`config.mk`:
```
export PLATFORM = sky130hd
export DESIGN_NAME = hqp_front
export DESIGN_NICKNAME = d
export VERILOG_FILES = /design/src/rtl/core/hqp_pkg.sv /design/src/rtl/core/hqp_front.sv
export SDC_FILE = /design/constraint.sdc
export NUM_CORES = 1
export LEC_CHECK = 0
export ABC_AREA = 1
export BUFFER_PORTS_ARGS = -buffer_cell sky130_fd_sc_hd__buf_2
export CORE_AREA = 2 2 177 179
export DETAILED_ROUTE_END_ITERATION = 6
export DIE_AREA = 0 0 179 181
export HOLD_SLACK_MARGIN = 0.15
export PLACE_DENSITY = 0.53
export RECOVER_POWER = 100
export SLEW_MARGIN = 20
export SYNTH_ARGS = -nofsm -noshare
export SYNTH_HDL_FRONTEND = slang
export SYNTH_SLANG_ARGS = --single-unit
```
`constraint.sdc`:
```
create_clock -name clk -period 10.2 [get_ports clk]
set_input_delay 1.02 -clock clk [delete_from_list [all_inputs] [get_ports clk]]
set_output_delay 1.02 -clock clk [all_outputs]
set_load 0.01 [all_outputs]
```
`src/rtl/core/hqp_pkg.sv`:
```
// types and constants shared by the quadratic-probe hash table
`default_nettype none
package hqp_pkg;

	localparam int KEY_W_MAX  = 64;
	localparam int SLOT_W_MAX = 12;
	localparam int VALUE_W    = 34;

	typedef enum logic [1:0] {
		CMD_INSERT = 2'd0,
		CMD_SEARCH = 2'd1,
		CMD_REMOVE = 2'd2
	} command_t;

	typedef enum logic [2:0] {
		ST_ADDED     = 3'd0,
		ST_EXISTS    = 3'd1,
		ST_FULL      = 3'd2,
		ST_FOUND     = 3'd3,
		ST_NOT_FOUND = 3'd4,
		ST_REMOVED   = 3'd5
	} status_t;

	typedef enum logic [2:0] {
		S_CLEAR,
		S_IDLE,
		S_READ,
		S_EVAL,
		S_DONE
	} back_state_t;

	typedef struct packed {
		logic [1:0]         command;
		logic [47:0]        key_bytes;
		logic [2:0]         key_length;
		logic [VALUE_W-1:0] entry_value;
	} req_word_t;

	typedef struct packed {
		logic [2:0]         status;
		logic [VALUE_W-1:0] found_value;
		logic [6:0]         probe_count;
	} rsp_word_t;

	// hashed request handed from front to back
	typedef struct packed {
		logic [1:0]            command;
		logic [KEY_W_MAX-1:0]  key;
		logic [2:0]            key_length;
		logic [VALUE_W-1:0]    entry_value;
		logic [SLOT_W_MAX-1:0] base;
	} job_t;

endpackage
`default_nettype wire

```
`src/rtl/core/hqp_front.sv`:
```
// front end: takes requests, trims the key and hashes one character a cycle
`default_nettype none
module hqp_front #(
	parameter int TABLE_SLOTS = 101,
	parameter int KEY_CHARS   = 6
) (
	input  wire              clk,
	input  wire              arst_n,
	input  wire              req_valid,
	output logic             req_stall,
	input  hqp_pkg::req_word_t req,
	output logic             job_valid,
	input  wire              job_full,
	output hqp_pkg::job_t    job
);
	import hqp_pkg::*;

	localparam int KW   = KEY_CHARS * 8;
	localparam int SW   = $clog2(TABLE_SLOTS);
	localparam int HW   = SW + 10;
	localparam int KMAX = (TABLE_SLOTS >= 7) ? 5 : 8;

	logic          busy_q;
	logic [2:0]    left_q;
	logic [1:0]    cmd_q;
	logic [2:0]    len_q;
	logic [VALUE_W-1:0] val_q;
	logic [KW-1:0] key_q;
	logic [KW-1:0] sh_q;
	logic [SW-1:0] h_q;

	logic [63:0]   ext;
	logic [KW-1:0] key_n;
	logic [2:0]    len_c;
	logic [HW-1:0] v;
	logic [HW-1:0] lim;
	logic [SW-1:0] h_nxt;
	logic          accept;
	logic          push;

	// clamp length and clear characters beyond it
	always_comb begin
		ext = {16'b0, req.key_bytes};
		len_c = ({1'b0, req.key_length} > 4'(KEY_CHARS)) ? 3'(KEY_CHARS) : req.key_length;
		key_n = ext[KW-1:0];
		for (int n = 0; n < KEY_CHARS; n++) begin
			if (4'(n) >= {1'b0, len_c})
				key_n[(KEY_CHARS-1-n)*8 +: 8] = 8'h00;
		end
	end

	// h*31 + c, then reduce by shifted copies of the slot count
	always_comb begin
		v = (HW'(h_q) << 5) - HW'(h_q) + HW'(sh_q[KW-1 -: 8]);
		for (int k = KMAX; k >= 0; k--) begin
			lim = HW'(TABLE_SLOTS) << k;
			if (v >= lim)
				v = v - lim;
		end
		h_nxt = v[SW-1:0];
	end

	assign req_stall = busy_q;
	assign accept    = req_valid && !busy_q;
	assign job_valid = busy_q && (left_q == 3'd0);
	assign push      = job_valid && !job_full;

	always_comb begin
		job.command     = cmd_q;
		job.key         = KEY_W_MAX'(key_q);
		job.key_length  = len_q;
		job.entry_value = val_q;
		job.base        = SLOT_W_MAX'(h_q);
	end

	always_ff @(posedge clk or negedge arst_n) begin
		if (!arst_n) begin
			busy_q <= 1'b0;
			left_q <= 3'd0;
		end else if (accept) begin
			busy_q <= 1'b1;
			left_q <= len_c;
		end else if (busy_q && left_q != 3'd0) begin
			left_q <= left_q - 3'd1;
		end else if (push) begin
			busy_q <= 1'b0;
		end
	end

	always_ff @(posedge clk) begin
		if (accept) begin
			cmd_q <= req.command;
			len_q <= len_c;
			val_q <= req.entry_value;
			key_q <= key_n;
			sh_q  <= key_n;
			h_q   <= '0;
		end else if (busy_q && left_q != 3'd0) begin
			h_q  <= h_nxt;
			sh_q <= sh_q << 8;
		end
	end

endmodule
`default_nettype wire

```
**Word level (Yosys, flattened, before mapping)**

Index checks and enable logic that the tools add are counted.

- Logic and storage cells: 62
- Register bits after elaboration: 146
- Bits of input ports: 91
- Output and inout bits: 117

- Add/subtract/negate cells: 9
- Muxes and demuxes: 20
- Reductions and logical operators: 11
- Equality and inequality tests: 1
- Magnitude comparators: 13

Operators with widths:

| kind | number |
|---|---|
| $mux W48 | 2 |
| $mux W17 | 5 |
| $mux W8 | 6 |
| $ge A17 B10 Y1 const B | 1 |
| $ge A17 B11 Y1 const B | 1 |
| $ge A17 B12 Y1 const B | 1 |
| $ge A17 B7 Y1 const B | 1 |
| $ge A17 B8 Y1 const B | 1 |
| $ge A17 B9 Y1 const B | 1 |
| $sub A17 B10 Y17 const B | 1 |
| $sub A17 B11 Y17 const B | 1 |
| $sub A17 B8 Y17 const B | 1 |
| $sub A17 B9 Y17 const B | 1 |
| $sub A14 B13 Y15 const B | 1 |
| $add A13 B9 Y14 | 1 |
| $sub A12 B7 Y13 | 1 |
| $mux W3 | 3 |
| $mux W7 | 1 |
| $sub A7 B7 Y7 const B | 1 |
| $ge A1 B3 Y1 const A | 2 |
| $ge A2 B3 Y1 const A | 2 |
| $ge A3 B3 Y1 const A | 2 |
| $logic_and A1 B1 Y1 | 4 |
| $reduce_bool A2 Y1 | 2 |
| 8 further kinds | 11 |

**Logic depth before layout (Yosys ltp)**

- Depth after elaboration: 14
- Mapped depth: 74
- Depth with buffers taken out: 71

**Least setup slack after synthesis**

OpenSTA, ideal clock, no wires.

- Path type: reg-to-reg
- From: register h_q[6]
- To: register h_q[6]
- Setup slack: 2,964 ps
- Path buffers: 3
- Clock period less this slack: 7,236 ps
- Cell stages (with the launch flop): 71
- Data arrival time: 7,124 ps
- Library setup time: 113 ps
- Data required time: 10,087 ps
- Cell sequence: dfxtp_1 -> inv_1 -> ha_1 -> nand2_1 -> nand2_1 -> inv_1 -> nand2_2 -> xor2_1 -> ha_1 -> nand2_1 -> nor2_1 -> nand2_1 -> nand2_1 -> inv_1 -> nor2_1 -> nand3_1 -> nand2_1 -> nand2_1 -> [... 35 more ...] -> nand3b_1 -> nand2_1 -> nand2_2 -> nand2_2 -> nor2_8 -> nand2_1 -> and2_1 -> ha_1 -> inv_1 -> nand2_1 -> nand2_1 -> nand2_1 -> nand2_1 -> nand2_1 -> nand2_1 -> nand2_1 -> nand2_1 -> nand2_1

- Word-level cells in the longest chain between the ends: 14
- Elaborated cells on any way between the ends: 20
- Those cells by class: add/sub (8); order compare (6); mux (6)

RTL lines:

| element | line | RTL |
|---|---|---|
| start, declared | hqp_front.sv:30 | `logic [SW-1:0] h_q;` |
| start signal, assigned | hqp_front.sv:99 | `h_q <= h_nxt;` |
| $sub A12 B7 Y13 (*) | hqp_front.sv:54 | `v = (HW'(h_q) << 5) - HW'(h_q) + HW'(sh_q[KW-1 -: 8]);` |
| $add A13 B9 Y14 (*) | hqp_front.sv:54 |  |
| $sub A14 B13 Y15 / $ge A17 B12 Y1 (equally long branches) | hqp_front.sv:58, hqp_front.sv:57 |  |
| $mux W17 (*) | hqp_front.sv:57 | `if (v >= lim)` |
| $sub A17 B11 Y17 / $ge A17 B11 Y1 (equally long branches) | hqp_front.sv:58, hqp_front.sv:57 |  |
| $mux W17 (*) | hqp_front.sv:57 |  |
| $sub A17 B10 Y17 / $ge A17 B10 Y1 (equally long branches) | hqp_front.sv:58, hqp_front.sv:57 |  |
| $mux W17 (*) | hqp_front.sv:57 |  |
| $sub A17 B9 Y17 / $ge A17 B9 Y1 (equally long branches) | hqp_front.sv:58, hqp_front.sv:57 |  |
| $mux W17 (*) | hqp_front.sv:57 |  |
| $sub A17 B8 Y17 / $ge A17 B8 Y1 (equally long branches) | hqp_front.sv:58, hqp_front.sv:57 |  |
| $mux W17 (*) | hqp_front.sv:57 |  |
| $ge A17 B7 Y1 / $sub A7 B7 Y7 (equally long branches) | hqp_front.sv:57, hqp_front.sv:58 |  |
| $mux W7 (*) | hqp_front.sv:57 |  |

Every way passes the cells marked *; elsewhere a longest branch is shown, timed or not.
A chain may end at the register's enable or synchronous reset.

**Worst setup path in the final report**

Same ends and word-level chain as after synthesis.

==> results by group <==
Route
  – Met2 WL: approximately 11,000 µm
  – DR vias/cell: ~4.3
  – Antenna violation net count after detailed routing: 0
  – Top layer in use: met4
  – DRC: 0
  – Drt pass-1 iters: 5
  – Routed len/inst: roughly 14 µm
  – Routed WL: around 23,000 µm
  – DR iter-0 viols: 436
  – Via count: about 7,300
  – Metal-1 WL: 10,500 µm
  – Met3 WL: about 1600 µm

Synthesis
  – Cells after Synth: roughly 1,100
  – Synth top area share: 0.450
  – FFs w/ async S/R, synth: 0.0274
  – Top-count cell post-synth: nand2_1
  – Distinct cells, synth: 43
  – Top cells by area, synth: edfxtp_1 45%, nand2_1 15%, inv_1 6.2%, nand3_1 4.5%, nor2_1 3.4%
  – Top_reg_cell synth: edfxtp_1
  – Post-synth top area cell: edfxtp_1
  – Synth top cells by count: 368 x nand2_1, 148 x inv_1, 135 x edfxtp_1
  – Synth warnings: 0
  – Sequential share of the synthesized area: 0.476
  – Mapped Area: around 0.0090 mm²
  – Synth Area per Inst: between 8 and 9 µm²
  – Post-synth EDFFs: 135
  – Register bit count reported by yosys: 146

Die
  – Die Span Y: between 150 and 200 µm
  – Starting Density: 0.297
  – Die X: about 180 µm
  – IO Pins: 208
  – Die ar.: 0.0324 mm²
  – Core ar.: slightly above 0.03 mm²
  – Floorplan row count: 64

Clock tree
  – CTS Sinks: approximately 150
  – CTS Buf Count: 17
  – Clk Latency, worst-skew pair: approximately 0.43 ns
  – Root Buffer: clkbuf_16
  – H-tree Lvls: 4
  – Postcts setup bufs: 0
  – Clk buf depth: 2
  – Post-CTS Resized: 0
  – Register clock-pin slew on the reported worst setup and hold paths: approximately 0.070 ns
  – Hold_buf cts: 0
  – CTS tree: built

Placement
  – Port bufs: 186
  – Final HPWL from detailed placement: about 18,000 µm
  – GP Congestion: between 0.8 and 0.9

Timing
  – Tightest Pin Transition: approximately 4.4 ns
  – Max transition margin: -1.94
  – Clk_skew: around 0.029 ns
  – Final Hold Viols: 0
  – FMAX: around 0.11 GHz
  – RSZ-0062 raised after global routing: no
  – Period utilization: 0.868
  – Min cycle time layout: around 8.9 ns
  – Final Max Slew Viols: between 150 and 200
  – Setup-failing EPs final: 0
  – Setup TNS: 0 ns

Final layout
  – Fin nets: roughly 1,400
  – Fin util: 0.352
  – Layout area overhead: 18.6%
  – Layout cells sized above 1: 0.172
  – Number of fill cells in the layout: around 3,200

GRT
  – Grt ovf: 0
  – Gr usage total: 0.146
  – Vias in the first global route: around 7,000
  – First-pass GRT wire length: 37,400 µm
  – Initial antenna violation count: 1
  – Largest net degree at the start of global routing: 89

Setup path
  – CP Capture Type: register
  – Crit-path most repeated cell: nand2_1
  – CP Class: register to register
  – Max incr delay on CP: 0.60 ns
  – CP Max Fanout: 13
  – Data arrival, critical path: 9.17 ns
  – Slowest CP cell: nor2_1
  – Critical path startpoint category: register
  – Critical Path RT: 10.51 ns

Hold path
  – Min-delay worst type: input pin to async pin

Outcome
  – Failing checks: max-capacitance violations, max-slew violations
  – Outcome: finished with violations

Run
  – Max-Cap Viols: 4
[worst max-delay path, delay by kind of cell, from the launching register on]
kind,cells,cell delay (ns)
flip-flops,1,0.40
XOR/XNOR,1,0.16
adder cells (fa/ha/maj),5,1.18
buffers and inverters,7,0.60
AND/OR/NAND/NOR,45,6.14
AO/OA/AOI/OAI,2,0.27
[layer usage]
metal  track usage  vias to the layer above
met5             0                        -
met4        0.0309                        0
met3        0.0495                       11
met2         0.236                      161
met1         0.189                     3327
li1              -                     3844
[state kept, by name, indices dropped and copies added (netlist names)]
signal,count
len_q,3
sh_q,48
h_q,7
left_q,3
key_q,48
req_stall,1
cmd_q,2
val_q,34
[final cells by class]
type | count | area (µm²) | share of cell area
diodes | 1 | 2.50 | 0.000234
clock buffers | 18 | 429 | 0.0401
clock inverters | 14 | 139 | 0.0130
inverters | 159 | 599 | 0.0560
multi-input cells | 772 | 3920 | 0.366
flip-flops and latches | 146 | 4290 | 0.401
well taps | 396 | 495 | 0.0463
repair buffers | 189 | 818 | 0.0765
[per-stage QoR]
step	hold slack [ns]	cells	cell area, µm²	setup slack, ns
finish	0.427	1695	10700	1.35
global route	0.436	1694	10700	0.215
CTS	0.380	1694	10800	1.53
detailed placement	0.503	1662	10300	1.57
global placement	0.499	1662	10300	1.69
floorplan	0.495	1119	9090	2.96
[path summary, 6_finish.rpt]
| path | from | to | slack, ns | cells past startpoint |
|---|---|---|---|---|
| setup / recovery | h_q[6] | h_q[6] | 1.35 | 60 |
| hold / removal | arst_n | left_q[0] | 0.43 | 1 |
| setup reg to reg | h_q[6] | h_q[6] | 1.35 | 60 |
| hold reg to reg | h_q[6] | h_q[6] | 0.52 | 2 |
| max in group asynchronous | arst_n | left_q[2] | 9.56 | 1 |
| min in group clk | h_q[6] | h_q[6] | 0.52 | 2 |
[placed cells by master, fill, tap and decap left out, drive strengths merged]
master	netlist	layout
buf	29	87
o211ai	1	1
a31oi	1	1
clkinvlp	0	3
inv	158	163
fa	1	1
and2	2	2
o21a	1	1
ha	22	22
edfxtp	135	135
o221ai	1	1
nand3b	5	5
nor3	19	19
a22oi	1	1
clkinv	1	7
xor2	22	22
dfxtp	7	7
conb	1	21
clkbuf	13	120
nand2	422	422
nor2	104	104
nand3	91	91
nand4	13	13
dfrtp	4	4
a21oi	21	21
xnor2	5	5
diode	0	1
o21ai	19	19
[cells by family (layout without fill, tap and decap cells)]
family / count (synthesis) / in the layout / share of synthesized area
AOI/OAI and AO/OA: 45 / 45 / 0.0289
DFF: 146 / 146 / 0.476
xor gates and xnor gates: 27 / 27 / 0.0271
buffers and inverters: 201 / 380 / 0.0974
adders and majority gates: 23 / 23 / 0.0327
other: 1 / 22 / 0.000416
and+or+nand+nor: 656 / 656 / 0.337
Power is left out: the tool's default activity adds up to more than one toggle a clock period on the data nets, which glitch-free logic cannot reach.
