===== src/rtl/core/hqp_pkg.sv =====
// types and constants shared by the quadratic-probe hash table
`default_nettype none
package hqp_pkg;

	localparam int KEY_W_MAX  = 64;
	localparam int SLOT_W_MAX = 12;
	localparam int VALUE_W    = 34;

	typedef enum logic [1:0] {
		CMD_INSERT = 2'd0,
		CMD_SEARCH = 2'd1,
		CMD_REMOVE = 2'd2
	} command_t;

	typedef enum logic [2:0] {
		ST_ADDED     = 3'd0,
		ST_EXISTS    = 3'd1,
		ST_FULL      = 3'd2,
		ST_FOUND     = 3'd3,
		ST_NOT_FOUND = 3'd4,
		ST_REMOVED   = 3'd5
	} status_t;

	typedef enum logic [2:0] {
		S_CLEAR,
		S_IDLE,
		S_READ,
		S_EVAL,
		S_DONE
	} back_state_t;

	typedef struct packed {
		logic [1:0]         command;
		logic [47:0]        key_bytes;
		logic [2:0]         key_length;
		logic [VALUE_W-1:0] entry_value;
	} req_word_t;

	typedef struct packed {
		logic [2:0]         status;
		logic [VALUE_W-1:0] found_value;
		logic [6:0]         probe_count;
	} rsp_word_t;

	// hashed request handed from front to back
	typedef struct packed {
		logic [1:0]            command;
		logic [KEY_W_MAX-1:0]  key;
		logic [2:0]            key_length;
		logic [VALUE_W-1:0]    entry_value;
		logic [SLOT_W_MAX-1:0] base;
	} job_t;

endpackage
`default_nettype wire


===== src/rtl/core/hqp_queue.sv =====
// two-entry queue of hashed requests between front and back
`default_nettype none
module hqp_queue (
	input  wire           clk,
	input  wire           arst_n,
	input  wire           push_valid,
	output logic          full,
	input  hqp_pkg::job_t push_job,
	output logic          pop_valid,
	input  wire           pop,
	output hqp_pkg::job_t pop_job
);
	import hqp_pkg::*;

	job_t       slot_q [2];
	logic       wr_q;
	logic       rd_q;
	logic [1:0] cnt_q;
	logic       do_push;
	logic       do_pop;

	assign full      = (cnt_q == 2'd2);
	assign pop_valid = (cnt_q != 2'd0);
	assign pop_job   = slot_q[rd_q];
	assign do_push   = push_valid && !full;
	assign do_pop    = pop && pop_valid;

	always_ff @(posedge clk or negedge arst_n) begin
		if (!arst_n) begin
			wr_q  <= 1'b0;
			rd_q  <= 1'b0;
			cnt_q <= 2'd0;
		end else begin
			if (do_push)
				wr_q <= !wr_q;
			if (do_pop)
				rd_q <= !rd_q;
			if (do_push && !do_pop)
				cnt_q <= cnt_q + 2'd1;
			else if (do_pop && !do_push)
				cnt_q <= cnt_q - 2'd1;
		end
	end

	always_ff @(posedge clk) begin
		if (do_push)
			slot_q[wr_q] <= push_job;
	end

endmodule
`default_nettype wire


===== config.mk =====
export PLATFORM = sky130hd
export DESIGN_NAME = hqp_queue
export DESIGN_NICKNAME = d
export VERILOG_FILES = /design/src/rtl/core/hqp_pkg.sv /design/src/rtl/core/hqp_queue.sv
export SDC_FILE = /design/constraint.sdc
export NUM_CORES = 1
export LEC_CHECK = 0
export BUFFER_PORTS_ARGS = -buffer_cell sky130_fd_sc_hd__buf_2
export CAP_MARGIN = 5
export CELL_PAD_IN_SITES_DETAIL_PLACEMENT = 1
export CELL_PAD_IN_SITES_GLOBAL_PLACEMENT = 1
export CORE_ASPECT_RATIO = 0.7
export CORE_MARGIN = 4
export CORE_UTILIZATION = 40
export CTS_CLUSTER_DIAMETER = 200
export DETAILED_ROUTE_END_ITERATION = 8
export GPL_TIMING_DRIVEN = 0
export PLACE_DENSITY = 0.85
export SYNTH_ARGS = -nofsm -noshare
export SYNTH_HDL_FRONTEND = slang
export SYNTH_SLANG_ARGS = --single-unit

===== constraint.sdc =====
create_clock -name clk -period 5.4 [get_ports clk]
set_input_delay 0.27 -clock clk [delete_from_list [all_inputs] [get_ports clk]]
set_output_delay 0.27 -clock clk [all_outputs]
set_load 0.02 [all_outputs]

# ---- After elaboration in Yosys (flattened, before gate mapping)
# Memory sizes are Yosys's and may differ from the RTL's.
# Index checks and enable logic that the tools add are counted.
dict set report classes {
  eq_ne 1
  n_reduce_logical 11
  add_sub_neg 2
  mux 4
  div_mod_pow 0
  n_bitwise 0
  order_cmp 0
  mul 0
  n_shift 0
}
# cell count
set op_table {}
lappend op_table {{$logic_not A1 Y1} 5}
lappend op_table {{$logic_and A1 B1 Y1} 4}
lappend op_table {{$mux W2} 2}
lappend op_table {{$reduce_bool A2 Y1} 2}
lappend op_table {{$add A2 B1 Y2 const B} 1}
lappend op_table {{$eq A2 B2 Y1 const B} 1}
lappend op_table {{$mux W1} 2}
lappend op_table {{$sub A2 B1 Y2 const B} 1}
dict set report word_totals {
  input_bits 119
  mem_bits_ro 0
  ff_bits 4
  ram_bits 230
  memories 1
  out_inout_bits 117
  latchBits 0
  word_cells 22
}
# name depth width rd rd_clocked_by_memory_dff write_ports line_no
set memory_table {}
lappend memory_table {slot_q 2 115 1 0 1 hqp_queue.sv:15} ;# job_t slot_q [2];

# ---- Depth between registers and ports, before layout
# Gate-level depths: netlist of the first run.
dict set report depth {
  word_depth 7
  ltp_mapped 7
  mapped_depth_nobuf 7
}

# ---- Worst setup path after synthesis of the first run
# Ideal clock, no wire load.
dict set report synth_path {
  path_kind {register to register}
  start {register cnt_q[0]}
  end {memory slot_q[0][0] in the netlist's numbering (enable)}
  setup_time_ps 590
  path_stages_with_launch 4
  period_less_slack_ps 5995
  setup_slack_ps -595
  required_time_ps 4810
  n_path_buf 0
  t_arrival_ps 5405
  path_cell_list {dfrtp_1 > nand2b_1 > nand2_1 > nor2_1}
}
dict set report synth_between {
  elab_chain_len 5
}
# element line_no
set synth_lines {}
lappend synth_lines {{start, declared} hqp_queue.sv:18} ;# logic [1:0] cnt_q;
lappend synth_lines {{start signal, assigned} hqp_queue.sv:39} ;# cnt_q <= cnt_q + 2'd1;
lappend synth_lines {{start signal, assigned} hqp_queue.sv:41} ;# cnt_q <= cnt_q - 2'd1;
lappend synth_lines {{$eq A2 B2 Y1} hqp_queue.sv:22} ;# assign full = (cnt_q == 2'd2);
lappend synth_lines {{$logic_not A1 Y1} hqp_queue.sv:25} ;# assign do_push = push_valid && !full;
lappend synth_lines {{$logic_and A1 B1 Y1} hqp_queue.sv:25}
lappend synth_lines {{$mux W1} hqp_queue.sv:46} ;# if (do_push)
lappend synth_lines {{$mux W1 (not written as such)} hqp_queue.sv:47} ;# slot_q[wr_q] <= push_job;
lappend synth_lines {{end, declared} hqp_queue.sv:15}
# No other way between the ends.

# ---- Worst setup path after layout of the first run
dict set report layout_path {
  start {register cnt_q[0]}
  end {memory slot_q[0][76] in the netlist's numbering (enable)}
}
# Same word-level chain as after synthesis.

==> results of run 1 <==
==> how the worst max path moves through the flow <==
stage / cells after the start / end / startpoint
finish: 5 / slot_q[0][76] / cnt_q[0]
detailed placement: 5 / slot_q[0][74] / cnt_q[0]
CTS: 5 / slot_q[0][74] / cnt_q[0]
global placement: 3 / slot_q[0][66] / cnt_q[0]
floorplan: 3 / slot_q[0][0] / cnt_q[0]
global route: 5 / slot_q[0][104] / cnt_q[0]
==> worst max-delay path: cells and delay by family, from the launching register on <==
kind | cells | cell delay, ns
DFF | 1 | 0.42
buffers and inverters | 2 | 0.51
and+or+nand+nor | 3 | 1.07
==> kinds of logic (layout without fill, tap and decap cells) <==
group | count (synthesis) | after routing | synth area share [%]
flip-flops | 234 | 234 | 80.98
adder cells (fa/ha/maj) | 1 | 1 | 0.1446
buffers and inverters | 15 | 409 | 1.273
multiplexers | 115 | 115 | 16.70
AND/OR/NAND/NOR | 7 | 7 | 0.3907
XOR/XNOR | 5 | 5 | 0.5062
==> flip-flops by register name (all words and copies together), names as in the netlist <==
signal  cells
wr_q        1
cnt_q       2
slot_q    230
rd_q        1
==> cell type report <==
cell class,instances,share of cell area (%)
sequential,234,57.36
timing repair buffer,355,19.85
multi-input combinational,128,12.67
clock buffer,24,4.742
tap,276,2.827
clock inverter,15,1.649
buffer,13,0.8399
inverter,2,0.06146
==> layer usage <==
layer / up-vias / global-route usage [%]
met1: 2490 / 21.55
met3: 32 / 4.881
met2: 200 / 35.59
li1: 2257 / -
met5: - / 0
met4: 2 / 3.390
==> cells in the mapped netlist <==
cell type	n	area share, %
nand2b_1	1	0.072
xnor2_1	3	0.30
ha_1	1	0.14
buf_2	7	0.40
inv_1	2	0.087
dfrtp_1	4	1.2
nand2_1	2	0.087
mux2_2	75	9.8
or2_2	1	0.072
mux2_4	40	6.9
and3_1	1	0.072
edfxtp_1	230	80
buf_6	6	0.78
nor2_1	2	0.087
xor2_1	2	0.20
==> power breakdown <==
group,internal (mW),leakage [nW],total [mW],switching (mW)
Clock,1.01,0.383,1.67,0.659
Combinational,0.965,2.19,2.34,1.38
Sequential,2.48,2.18,2.60,0.119
==> run_results.csv, run 1 <==
group,metric,value,unit
sta,tns,0,ns
placed_design,placed_cells,892,
clocking,ctsResizeCount,0,
floorplanning,dieArea,24090,sq um
worst_setup_path,start_kind,"flop",
clocking,h-tree-depth,1,
route,drc,0,
final_layout,layout_common_cells,"242 x buf_2, 230 x edfxtp_1, 116 x dlygate4sd3_1",
synthesis,ys_seq_area_share,80.98,%
route,dr.max_layer_used,"met5",
final_layout,layout_commonest_cell,"buf_2",
final_layout,instances_no_fill,1047,
sta,tightest_slew,0.9236,ns
floorplanning,fp.dieW,183.8,microns
final_layout,seqCellArea,7007,sq um
worst_setup_path,r2r-start,"cnt_q[0]",
min_path,min_from,"pop",
min_path,hold_depth,3,
route,drt.antenna.violating_nets,0,
sta,worst_clock_skew,0.009419,ns
power_and_ir_drop,p_total,6.619,mW
floorplanning,ios,236,
floorplanning,coreArea,20980,sq um
synthesis,synthCells,377,
placed_design,port_buffers,235,
final_layout,utilization,58.24,%
final_layout,final_nets,877,
sta,relSlewSlack,38.28,%
placed_design,pre_cts_ws,3.012,ns
route,met2_length,12250,microns
sta,finalCritPeriodShare,43.39,%
worst_setup_path,path_max_fanout,30,
worst_setup_path,end_kind,"flop",
sta,grt_setup_unrepaired,"false",
sta,finalHoldWorstSlack,0.09992,ns
clocking,post-cts-setup-buffer-count,0,
floorplanning,fp.dieH,131.1,microns
clocking,clkSinkCount,234,
clocking,root_buffer,"clkbuf_16",
grt,grt_max_degree,62,
grt,first_global_vias,5754,
final_layout,fin_area,12220,sq um
worst_setup_path,crit_top_cell,"buf_12",
placed_design,place_congestion,0.7692,
final_layout,fillCellCount,1917,
power_and_ir_drop,ir_drop,0.0003754,V
power_and_ir_drop,p_leak,4.757,nW
route,viasPerCell,4.757,
worst_setup_path,critPathKind,"flop to flop",
synthesis,yosys_register_bits,234,
route,wl_met3,1469,microns
placed_design,dpl.hpwl,14410,microns
route,wl_per_cell,21.77,microns
clocking,cts_hold_buf,116,
final_layout,layout-drive-gt1-share,52.27,%
clocking,clk_path_buf_depth,3,
synthesis,ys_types,15,
final_layout,area_delta_synth_final,41.19,%
clocking,clk_latency,0.50,ns
worst_setup_path,cp_slowest_cell,"nor2_4",
clocking,clk_pin_slew,0.06,ns
status,status,"complete, no violations",
sta,setup_slack,3.057,ns
final_layout,diodes,0,
clocking,cts_tree,"yes",
power_and_ir_drop,p_per_area,541.9,nW/um^2
sta,hold_viol_final,0,
route,drt_iter0_markers,309,
sta,clock.fmax,0.4268,GHz
floorplanning,rows,44,
grt,antenna_found_initial,1,
worst_setup_path,reg2regPathDepth,5,
floorplanning,start_util,41.25,%
grt,track_usage,18.64,%
route,drt_pass1_iterations,4,
grt,overflow,0,
min_path,worstHoldEndpoint,"rd_q",
synthesis,ys_warn_count,0,
clocking,cts_made_buffers,23,
worst_setup_path,r2r_end,"slot_q[0][76]",
worst_setup_path,crit_chain,"nand2b_1 > nand2_1 > nor2_4 > buf_12 > buf_12",
worst_setup_path,slowest_delay,0.73,ns
route,vias,4981,
sta,maxSlewViolCount,0,
final_layout,multi_input_area,1548,sq um
sta,fin_crit,2.343,ns
job,cap_violations,0,
min_path,min_path_type,"input port to flop",
route,wl_met1,8698,microns
synthesis,synthesis.nets,497,
worst_setup_path,worstPathRequired,5.59,ns
worst_setup_path,cp.arrival,2.54,ns
synthesis,synthesis.area,8652,sq um
synthesis,avgSynthCellArea,22.95,sq um
sta,setup_viol,0,
grt,grt_pass1_wl,34120,microns
placed_design,place_area,10270,sq um
route,routed_wl,22790,microns
worst_setup_path,regToRegSetupSlack,3.06,ns
Note: power is estimated with default switching activity, not from simulation.
==> inputs of run 2 (changes only) <==
--- a/config.mk
+++ b/config.mk
@@ -11,11 +11,11 @@
 export CELL_PAD_IN_SITES_GLOBAL_PLACEMENT = 1
 export CORE_ASPECT_RATIO = 0.7
 export CORE_MARGIN = 4
-export CORE_UTILIZATION = 40
+export CORE_UTILIZATION = 44
 export CTS_CLUSTER_DIAMETER = 200
 export DETAILED_ROUTE_END_ITERATION = 8
 export GPL_TIMING_DRIVEN = 0
-export PLACE_DENSITY = 0.85
+export PLACE_DENSITY = 0.88
 export SYNTH_ARGS = -nofsm -noshare
 export SYNTH_HDL_FRONTEND = slang
 export SYNTH_SLANG_ARGS = --single-unit
==> constraint.sdc (replaced) <==
create_clock -name clk -period 2.35 [get_ports clk]
set_input_delay 0.1175 -clock clk [delete_from_list [all_inputs] [get_ports clk]]
set_output_delay 0.1175 -clock clk [all_outputs]
set_load 0.02 [all_outputs]
==> run 2 against run 1 <==
Effect of this change: global-route usage grew 2.6 points; utilization is 5.7 points higher; power rose by 130%; critical endpoint is now slot_q[1][74]; largest cell class unchanged.
==> run_results.csv, run 2 (synthesis results as in run 1) <==
group,metric,value,unit
placed_design,place_congestion,0.7468,
clocking,cts_tree,"yes",
power_and_ir_drop,ir_drop,0.0009718,V
placed_design,port_buffers,235,
final_layout,max_flop_register,"slot_q",
worst_setup_path,path_max_fanout,67,
power_and_ir_drop,intPower,10.19,mW
final_layout,instances_no_fill,1041,
worst_setup_path,crit_family,"simple AND/OR/NAND/NOR gates",
final_layout,final_nets,881,
floorplanning,dieArea,22010,sq um
final_layout,fin_area,12240,sq um
sta,finalCritPeriodShare,89.04,%
final_layout,multi_input_area,1569,sq um
grt,grt_max_degree,68,
clocking,h-tree-depth,1,
grt,grt_pass1_wl,36240,microns
floorplanning,coreArea,19130,sq um
power_and_ir_drop,p_total,15.23,mW
final_layout,layout-drive-gt1-share,52.06,%
clocking,clk_latency,0.49,ns
final_layout,utilization,63.97,%
final_layout,area_delta_synth_final,41.42,%
final_layout,layout_common_cells,"242 x buf_2, 230 x edfxtp_1, 119 x dlygate4sd3_1",
floorplanning,start_util,45.23,%
floorplanning,fp.dieH,125.3,microns
route,drt_iter0_markers,292,
final_layout,seqCellArea,7007,sq um
route,viasPerCell,4.852,
sta,hold_viol_final,0,
clocking,clkSinkCount,234,
final_layout,largest_register_ffs,230,
sta,worst_clock_skew,0.01197,ns
sta,setup_slack,0.2575,ns
sta,grt_setup_unrepaired,"false",
power_and_ir_drop,swShare,33.09,%
clocking,clk_pin_slew,0.06,ns
power_and_ir_drop,combPwrFrac,35.9,%
clocking,cts_made_buffers,23,
worst_setup_path,end_kind,"flop",
placed_design,place_area,10280,sq um
status,status,"complete, no violations",
job,cap_violations,0,
clocking,root_buffer,"clkbuf_16",
grt,overflow,0,
final_layout,reg_top3,"slot_q (230), cnt_q (2)",
clocking,clk_path_buf_depth,3,
route,drt_pass1_iterations,5,
worst_setup_path,start_kind,"flop",
sta,clock.fmax,0.4779,GHz
worst_setup_path,crit_buf_inv,1,
power_and_ir_drop,net-switching-power,5.038,mW
sta,setup_viol,0,
grt,track_usage,21.21,%
min_path,min_path_type,"input port to flop",
power_and_ir_drop,p_leak,4.761,nW
final_layout,fillCellCount,1733,
placed_design,dpl.hpwl,13470,microns
route,vias,5051,
route,drt.antenna.violating_nets,0,
grt,first_global_vias,5891,
final_layout,layout_commonest_cell,"buf_2",
worst_setup_path,slowest_delay,0.68,ns
sta,tns,0,ns
sta,maxSlewViolCount,0,
floorplanning,fp.dieW,175.6,microns
sta,fin_crit,2.092,ns
worst_setup_path,crit_chain,"nand2b_4 > and3_4 > buf_16",
placed_design,placed_cells,880,
floorplanning,ios,236,
worst_setup_path,cp.arrival,2.24,ns
power_and_ir_drop,p_clk_share,24.5,%
worst_setup_path,cp_slowest_cell,"and3_4",
floorplanning,rows,42,
placed_design,pre_cts_ws,0.04296,ns
worst_setup_path,worstPathRequired,2.50,ns
worst_setup_path,critPathKind,"flop to flop",
sta,finalHoldWorstSlack,0.3497,ns
route,routed_wl,23930,microns
power_and_ir_drop,power_frac_seq,39.6,%
sta,relSlewSlack,42.70,%
grt,antenna_found_initial,1,
power_and_ir_drop,p_per_area,1244,nW/um^2
route,drc,0,
route,wl_per_cell,22.98,microns
sta,tightest_slew,0.8586,ns
-- run 2: cell count changes in the layout (fill, tap and decap cells not counted), sizes merged --
cell / change
clkbuf: +3
dlygate4sd3: +3
clkinv: -2
clkinvlp: +2
bufinv: -1
diode: +1
inv: -1
nor2: +1
-- run 2: power groups by stage --
stage,Combinational (mW),Sequential [mW],Clock (mW)
3_5_place_dp,5.22,6.06,0
6_report,5.46,6.03,3.74
3_3_place_gp,4.91,6.04,0
4_1_cts,5.42,5.98,3.79
5_1_grt,5.77,6.09,4.02
2_1_floorplan,3.53,5.99,0
-- run 2: final cells by class --
type | count | area share [%]
well taps | 264 | 2.700
inverters | 2 | 0.06136
clock inverters | 13 | 1.340
plain buffers | 13 | 0.8385
repair buffers | 358 | 20.12
multi-input cells | 129 | 12.82
clock buffers | 27 | 4.827
diodes | 1 | 0.02045
flip-flops and latches | 234 | 57.27
-- run 2: timing repair --
action                                  CTS  global route
hold buffers                            119             0
endpoints found under the hold margin   236             0
buffers inserted                          0             0
gates resized for setup                   0             0
endpoints found under the setup margin    0            33
-- run 2: path summary, 6_finish.rpt --
path                                from  depth (start not counted)             end  slack, ns
max                             cnt_q[0]                          3   slot_q[1][74]       0.26
min                        push_job[111]                          2  slot_q[0][111]       0.35
max reg2reg                     cnt_q[0]                          3   slot_q[1][74]       0.26
min reg2reg                     cnt_q[0]                          1        cnt_q[0]       0.57
max in group asynchronous         arst_n                          3        cnt_q[1]       1.65
min in group asynchronous         arst_n                          3        cnt_q[0]       0.53
-- run 2: metal layers --
metal  track usage, %  vias to the layer above  routed length [microns]
li1                 -                     2267                        -
met3            5.432                       32                     1595
met5                0                        -                        0
met4            3.987                        0                      416
met2            37.54                      211                    12240
met1            26.86                     2541                     9677
==> inputs of run 3 (changes only) <==
--- a/config.mk
+++ b/config.mk
@@ -5,17 +5,18 @@
 export SDC_FILE = /design/constraint.sdc
 export NUM_CORES = 1
 export LEC_CHECK = 0
+export ABC_AREA = 1
 export BUFFER_PORTS_ARGS = -buffer_cell sky130_fd_sc_hd__buf_2
 export CAP_MARGIN = 5
 export CELL_PAD_IN_SITES_DETAIL_PLACEMENT = 1
 export CELL_PAD_IN_SITES_GLOBAL_PLACEMENT = 1
 export CORE_ASPECT_RATIO = 0.7
 export CORE_MARGIN = 4
-export CORE_UTILIZATION = 44
+export CORE_UTILIZATION = 41
 export CTS_CLUSTER_DIAMETER = 200
 export DETAILED_ROUTE_END_ITERATION = 8
 export GPL_TIMING_DRIVEN = 0
-export PLACE_DENSITY = 0.88
+export PLACE_DENSITY = 0.87
 export SYNTH_ARGS = -nofsm -noshare
 export SYNTH_HDL_FRONTEND = slang
 export SYNTH_SLANG_ARGS = --single-unit
==> run 3 against run 2 <==
Effect of this change: utilization decreased by 4.3 points; combinational power up 11%; hold slack got worse by 0.32 ns; setup slack got worse by 0.0014 ns; die area grew 6.3%; cell count grew 26%; via count rose by 27%; fmax barely moved; synthesized cell count up 68%; critical path type unchanged; largest cell class unchanged.
==> run_results.csv, run 3 <==
group,metric,value,unit
route,viasPerCell,4.877,
final_layout,fin_area,12340,sq um
grt,grt_pass1_wl,42380,microns
synthesis,synth_top_family_by_area,"simple AND/OR/NAND/NOR gates",
floorplanning,fp.dieW,181.1,microns
grt,overflow,0,
sta,maxSlewViolCount,0,
min_path,worstHoldEndpoint,"wr_q",
worst_setup_path,worstPathRequired,2.54,ns
placed_design,place_area,10290,sq um
placed_design,pre_cts_ws,0.07176,ns
synthesis,synth_simple_gate_area_share,15.86,%
synthesis,avgSynthCellArea,13.61,sq um
status,status,"complete, no violations",
clocking,clk_pin_slew,0.06,ns
power_and_ir_drop,ir_drop,0.0007954,V
route,routed_wl,28350,microns
synthesis,yosysTopAreaCell,"edfxtp_1",
route,vias,6404,
sta,grt_setup_unrepaired,"false",
synthesis,synth-edff-count,230,
worst_setup_path,cp_slowest_cell,"dfrtp_1",
grt,antenna_found_initial,0,
route,drt.antenna.violating_nets,0,
placed_design,port_buffers,235,
clocking,clk_latency,0.51,ns
clocking,ctsResizeCount,0,
grt,first_global_vias,7181,
power_and_ir_drop,p_leak,5.326,nW
synthesis,synthesis.area,8601,sq um
clocking,cts_made_buffers,24,
min_path,min_from,"push_valid",
worst_setup_path,r2r-start,"cnt_q[1]",
worst_setup_path,regToRegSetupSlack,0.26,ns
worst_setup_path,start_kind,"flop",
synthesis,ys_seq_area_share,81.47,%
worst_setup_path,slowest_delay,0.39,ns
clocking,h-tree-depth,1,
synthesis,synth-compound-area-share,0.05819,%
final_layout,layout-drive-gt1-share,30.28,%
worst_setup_path,path_max_fanout,40,
sta,setup_viol,0,
worst_setup_path,critPathKind,"flop to flop",
final_layout,largest_register_ffs,230,
route,drc,0,
clocking,clk_path_buf_depth,3,
worst_setup_path,setup.worst_path.start,"cnt_q[1]",
sta,tns,0,ns
job,cap_violations,0,
floorplanning,fp.dieH,129.2,microns
synthesis,synth-xor-area-share,0.1018,%
worst_setup_path,crit_top_cell,"buf_12",
power_and_ir_drop,p_per_area,1315,nW/um^2
final_layout,area_delta_synth_final,43.48,%
synthesis,netlist.area_leader.share,80.30,%
min_path,hold_depth,5,
sta,fin_crit,2.094,ns
floorplanning,ios,236,
clocking,clkSinkCount,234,
synthesis,synthAdderAreaFrac,0.1455,%
grt,track_usage,23.74,%
synthesis,synth_area_leaders,"edfxtp_1 80%, nand2_1 16%, dfrtp_1 1.2%, buf_2 0.81%, buf_6 0.65%",
worst_setup_path,crit_chain,"inv_1 > nor2_4 > nor2_2 > nand2_2 > clkinvlp_4 > buf_12 > buf_12",
worst_setup_path,r2r_end,"slot_q[0][51]",
synthesis,synth_most_common_cell,"nand2_1",
final_layout,layout_common_cells,"355 x nand2_1, 249 x buf_2, 230 x edfxtp_1",
final_layout,final_nets,1139,
floorplanning,rows,44,
route,drt_iter0_markers,433,
synthesis,ys_warn_count,0,
synthesis,ys_dominant_reg_cell,"edfxtp_1",
synthesis,synth.mux.area_fraction,0,%
final_layout,utilization,59.62,%
placed_design,place_congestion,0.8151,
sta,relSlewSlack,66.96,%
route,drt_pass1_iterations,5,
floorplanning,start_util,41.55,%
floorplanning,coreArea,20700,sq um
sta,finalCritPeriodShare,89.10,%
sta,clock.fmax,0.4776,GHz
clocking,cts_tree,"yes",
placed_design,dpl.hpwl,15900,microns
synthesis,synthArstFlopShare,1.709,%
min_path,min_path_type,"input port to flop",
synthesis,synthTopCellsByCount,"356 x nand2_1, 230 x edfxtp_1, 14 x buf_2",
worst_setup_path,reg2regPathDepth,7,
worst_setup_path,end_kind,"flop",
synthesis,ys_types,14,
route,wl_per_cell,21.59,microns
sta,finalHoldWorstSlack,0.03200,ns
sta,worst_clock_skew,0.01515,ns
sta,setup_slack,0.2562,ns
synthesis,synthesis.nets,752,
sta,tightest_slew,0.4946,ns
final_layout,max_flop_register,"slot_q",
final_layout,layout_commonest_cell,"nand2_1",
sta,hold_viol_final,0,
worst_setup_path,cp.arrival,2.29,ns
synthesis,yosys_register_bits,234,
grt,grt_max_degree,41,
synthesis,synthCells,632,
final_layout,diodes,0,
clocking,root_buffer,"clkbuf_16",
final_layout,reg_top3,"slot_q (230), cnt_q (2)",
floorplanning,dieArea,23400,sq um
## run 3: cell count changes in the layout (fill, tap and decap cells not counted), moves of 7 or more
cell and change:
buf_4 +7, buf_2 +7, mux2_4 -40, mux2_2 -75, nand2_1 +354
## run 3: per-stage QoR
step,cells,power [mW]
floorplan,632,9.418
global placement,1143,11.42
detailed placement,1150,11.74
CTS,1312,16.09
global route,1313,17.03
finish,1313,16.23
## run 3: cell families (layout without fill, tap and decap cells)
| kind of cell | Yosys count | after routing |
|---|---|---|
| AND/OR/NAND/NOR | 362 | 362 |
| flip-flops | 234 | 234 |
| buffers and inverters | 33 | 438 |
| adder cells (fa/ha/maj) | 1 | 1 |
| AO/OA/AOI/OAI | 1 | 1 |
| XOR/XNOR | 1 | 1 |
## run 3: timing repair
item                       4_1_cts  5_1_grt
hold endpoints to repair       235        0
setup buffers                    0        1
hold buffers                   118        0
setup endpoints to repair        0       32
## run 3: how the worst max path moves through the flow
stage,to,slack [ns]
2_1_floorplan,slot_q[0][0],-0.48
3_3_place_gp,slot_q[1][25],-1.47
3_5_place_dp,slot_q[1][27],0.07
4_1_cts,slot_q[1][6],0.07
5_1_grt,slot_q[0][51],0.13
6_report,slot_q[0][51],0.26
## run 3: critical path: cells and delay by family, from the launching register on
family / cells / cell delay, ns
flip-flops: 1 / 0.39
AND/OR/NAND/NOR: 3 / 0.30
buffers and inverters: 4 / 1.07
## run 3: final cells by class
type / count / area [sq um]
fillers: 2091 / 8359
flip-flops and latches: 234 / 7007
repair buffers: 361 / 2512
multi-input cells: 365 / 1410
clock buffers: 28 / 636.9
well taps: 276 / 345.3
clock inverters: 16 / 221.5
plain buffers: 25 / 171.4
inverters: 8 / 36.28
## run 3: power breakdown
part           leakage, nW  switching (mW)  internal [mW]  total [mW]
logic                 2.72            4.28           1.78        6.07
registers             2.19           0.292           5.68        5.98
clock network        0.414            1.68           2.51        4.19
total                 5.33            6.25           9.98        16.2
## run 3: routing by layer
metal,GRT usage (%),up-vias,routed length (microns)
met3,6.341,44,2117
li1,-,2907,-
met2,44.14,269,14650
met1,28.02,3184,10990
met5,0,-,0
met4,5.205,0,595
